<file path="config.mk">
export PLATFORM = sky130hd
export DESIGN_NAME = lom_ram
export DESIGN_NICKNAME = d
export VERILOG_FILES = /design/src/rtl/core/lom_ram.sv
export SDC_FILE = /design/constraint.sdc
export NUM_CORES = 1
export LEC_CHECK = 0
export BUFFER_PORTS_ARGS = -buffer_cell sky130_fd_sc_hd__buf_2
export CAP_MARGIN = 10
export CORE_AREA = 2 2 132 134
export CTS_CLUSTER_SIZE = 30
export DETAILED_ROUTE_END_ITERATION = 12
export DIE_AREA = 0 0 134 136
export GPL_ROUTABILITY_DRIVEN = 0
export HOLD_SLACK_MARGIN = 0.08
export PLACE_DENSITY_LB_ADDON = 0.15
export SLEW_MARGIN = 20
export SYNTH_ARGS = -nofsm -noshare
export SYNTH_HDL_FRONTEND = slang
export SYNTH_SLANG_ARGS = --single-unit
</file>
<file path="constraint.sdc">
create_clock -name clk_i -period 1.5 [get_ports clk_i]
set_input_delay 0.15 -clock clk_i [delete_from_list [all_inputs] [get_ports clk_i]]
set_output_delay 0.15 -clock clk_i [all_outputs]
set_load 0.02 [all_outputs]
</file>
<file path="src/rtl/core/lom_ram.sv">
`timescale 1ns / 1ps
// ----------------------------------------------------------------------------
// lom_ram: generic simple dual-port RAM with registered read
// One write and one read address per cycle; read data appears next cycle.
// ----------------------------------------------------------------------------
module lom_ram #(
  parameter int unsigned Width = 8,
  parameter int unsigned Depth = 16
) (
  input  logic                     clk_i,
  input  logic                     we_i,
  input  logic [$clog2(Depth)-1:0] waddr_i,
  input  logic [Width-1:0]         wdata_i,
  input  logic [$clog2(Depth)-1:0] raddr_i,
  output logic [Width-1:0]         rdata_o
);

  logic [Width-1:0] mem_q [Depth];

  // Write port and registered read port
  always_ff @(posedge clk_i) begin
    if (we_i) begin
      mem_q[waddr_i] <= wdata_i;
    end
    rdata_o <= mem_q[raddr_i];
  end

endmodule

</file>
==> flow_summary.json <==
{
  "grt_pass1_vias": 2616,
  "fin_area_mm2": 0.006203,
  "initial_core_util_pct": 30.50,
  "tritoncts": "done",
  "routed_wirelength_um": 10490,
  "path_clk_slew_ns": 0.06,
  "syn2layout_area_growth_pct": 20.52,
  "yosysUniqueCellTypes": 19,
  "synth_edf_count": 128,
  "pin_count": 26,
  "reg2reg_depth": 3,
  "synth_seq_area_share_pct": 77.78,
  "synthTopCellsByCount": "edfxtp_1, mux4_2, a22oi_1",
  "clockRootBuffer": "clkbuf_16",
  "setup_viol": 0,
  "maxClockFrequency_ghz": 0.7165,
  "synthCells": 229,
  "chipHeight_um": 136,
  "drt-vias-per-instance": 4.543,
  "synth_ff_type": "edfxtp_1",
  "htree_levels": 4,
  "core-area_mm2": 0.01688,
  "multi_input_area_mm2": 0.001062,
  "relSlewSlack_pct": 44.45,
  "syn_nets": 247,
  "dr.pass1.iters": 4,
  "synth.most_common_cell": "edfxtp_1",
  "ys_async_sr_fraction_pct": 0,
  "ir_drop_mv": 0.8042,
  "synth_warnings": 0,
  "min_path_cells": 1,
  "hold_buffers": 0,
  "cp-end-kind": "register",
  "antenna_found_initial": 0,
  "synth_top_area_share_pct": 74.67,
  "antennaDiodeCount": 0,
  "place_area_mm2": 0.005683,
  "outcome": "finished clean",
  "min_period_over_period_pct": 93.05,
  "worst_setup_path_start_kind": "register",
  "final_nets": 304,
  "worst_clock_skew_ns": 0.005651,
  "drive_gt1_share_pct": 30.87,
  "clock_path_buffers": 2,
  "syn_avg_cell_area_um2": 22.48,
  "drtIter0Drc": 109,
  "numPortBuffers": 25,
  "layout_min_cycle_time_ns": 1.396,
  "cts_made_buffers": 17,
  "whs_ns": 0.1243,
  "crit_type": "register to register",
  "required_ns": 1.80,
  "clk_latency_ns": 0.41,
  "hold_path_class": "input port to register",
  "grt_usage_pct": 12.76,
  "post_cts_buffers": 0,
  "yosys_register_bits": 136,
  "worstMarginPinSlew_ns": 0.8316,
  "die_area_mm2": 0.01822,
  "grt_max_degree": 25,
  "cts_sinks": 136,
  "synth_top_area_cell": "edfxtp_1",
  "hpwl_um": 6845,
  "nFillCells": 1575,
  "post_drt_wl_per_cell_um": 20.05,
  "num_rows": 48,
  "grt_first_pass_wirelength_um": 16140,
  "drc": 0,
  "synth.area.top_cells": "edfxtp_1, mux4_2, mux4_1",
  "drv_cap": 0,
  "die_w_um": 134,
  "num_vias": 2376,
  "drtAntennaViolNets": 0,
  "finalPower_uw": 8359,
  "rsz0062_at_grt": "false",
  "post_cts_resized": 0,
  "overflow": 0,
  "arrival_ns": 1.69,
  "cp_max_fo": 1,
  "p_per_area_mw_per_mm2": 1347,
  "register_area_mm2": 0.004004,
  "finalHoldViolations": 0,
  "slew_violations": 0,
  "total_leakage_power_uw": 0.002080,
  "syn_area_mm2": 0.005147
}
-- per-layer routing --
layer	track usage [%]	vias up	wire length, um
li1	-	1087	-
met1	17.36	1231	5080
met2	19.57	41	4915
met3	3.169	17	304
met4	5.496	0	186
met5	0	-	0
-- registers in the layout, summed over array words and instances, names as in the netlist --
| register | cells |
|---|---|
| mem_q | 128 |
| rdata_o | 8 |
-- cells by family after synthesis --
group	count (synthesis)	synth area share, %
DFF	136	77.78
and+or+nand+nor	35	3.184
muxes	32	15.02
AOI/OAI and AO/OA	16	2.334
buffers and inverters	10	1.677
-- worst paths after layout --
path	startpoint	endpoint	slack [ns]
setup / recovery	mem_q[1][3]	rdata_o[3]	0.10
hold / removal	wdata_i[4]	mem_q[7][4]	0.12
setup reg to reg	mem_q[1][3]	rdata_o[3]	0.10
hold reg to reg	mem_q[12][6]	rdata_o[6]	0.67
-- placed cells by master (no fill, tap or decap), types with 2 or more instances in the layout --
cell | synthesis | routed
a22oi_1 | 16 | 16
buf_2 | 3 | 25
dfxtp_1 | 8 | 8
nor3_1 | 4 | 3
clkbuf_16 | 0 | 17
buf_4 | 1 | 20
mux4_2 | 18 | 18
nand3b_1 | 2 | 2
nor2_1 | 13 | 13
nand2b_1 | 2 | 2
clkinv_1 | 0 | 4
buf_12 | 0 | 3
clkbuf_1 | 0 | 3
nand2_1 | 9 | 9
mux4_1 | 14 | 14
clkinv_2 | 0 | 3
clkinvlp_4 | 0 | 2
edfxtp_1 | 128 | 128
-- area by class of cell --
type / count / area share, %
multi-input combinational: 83 / 17.12
tap: 225 / 4.538
clock buffer: 20 / 7.039
clock inverter: 11 / 1.351
timing repair buffer: 48 / 5.405
sequential: 136 / 64.54
-- per-stage QoR --
step	setup TNS (ns)	std cells	setup slack [ns]	util [%]
2_1_floorplan	0	229	0.08385	-
4_1_cts	0	523	0.09178	36.76
3_5_place_dp	-0.3673	492	-0.1006	33.67
6_report	0	523	0.1043	36.76
5_1_grt	0	523	0.02686	36.76
3_3_place_gp	-0.3672	492	-0.1114	33.67
-- worst max-delay path, stage by stage, from the launching register on --
cell and delay (ns):
edfxtp_1 0.37, mux4_1 0.50, a22oi_1 0.32, nand2_1 0.09
-- where the power goes --
part	switching (uW)	total, uW	leakage (uW)	internal [uW]
sequential	25.0	4280	0.00122	4250
clock	1420	3650	0.000250	2230
combinational	254	432	0.000607	178
Power figures use the tool's default switching activity.
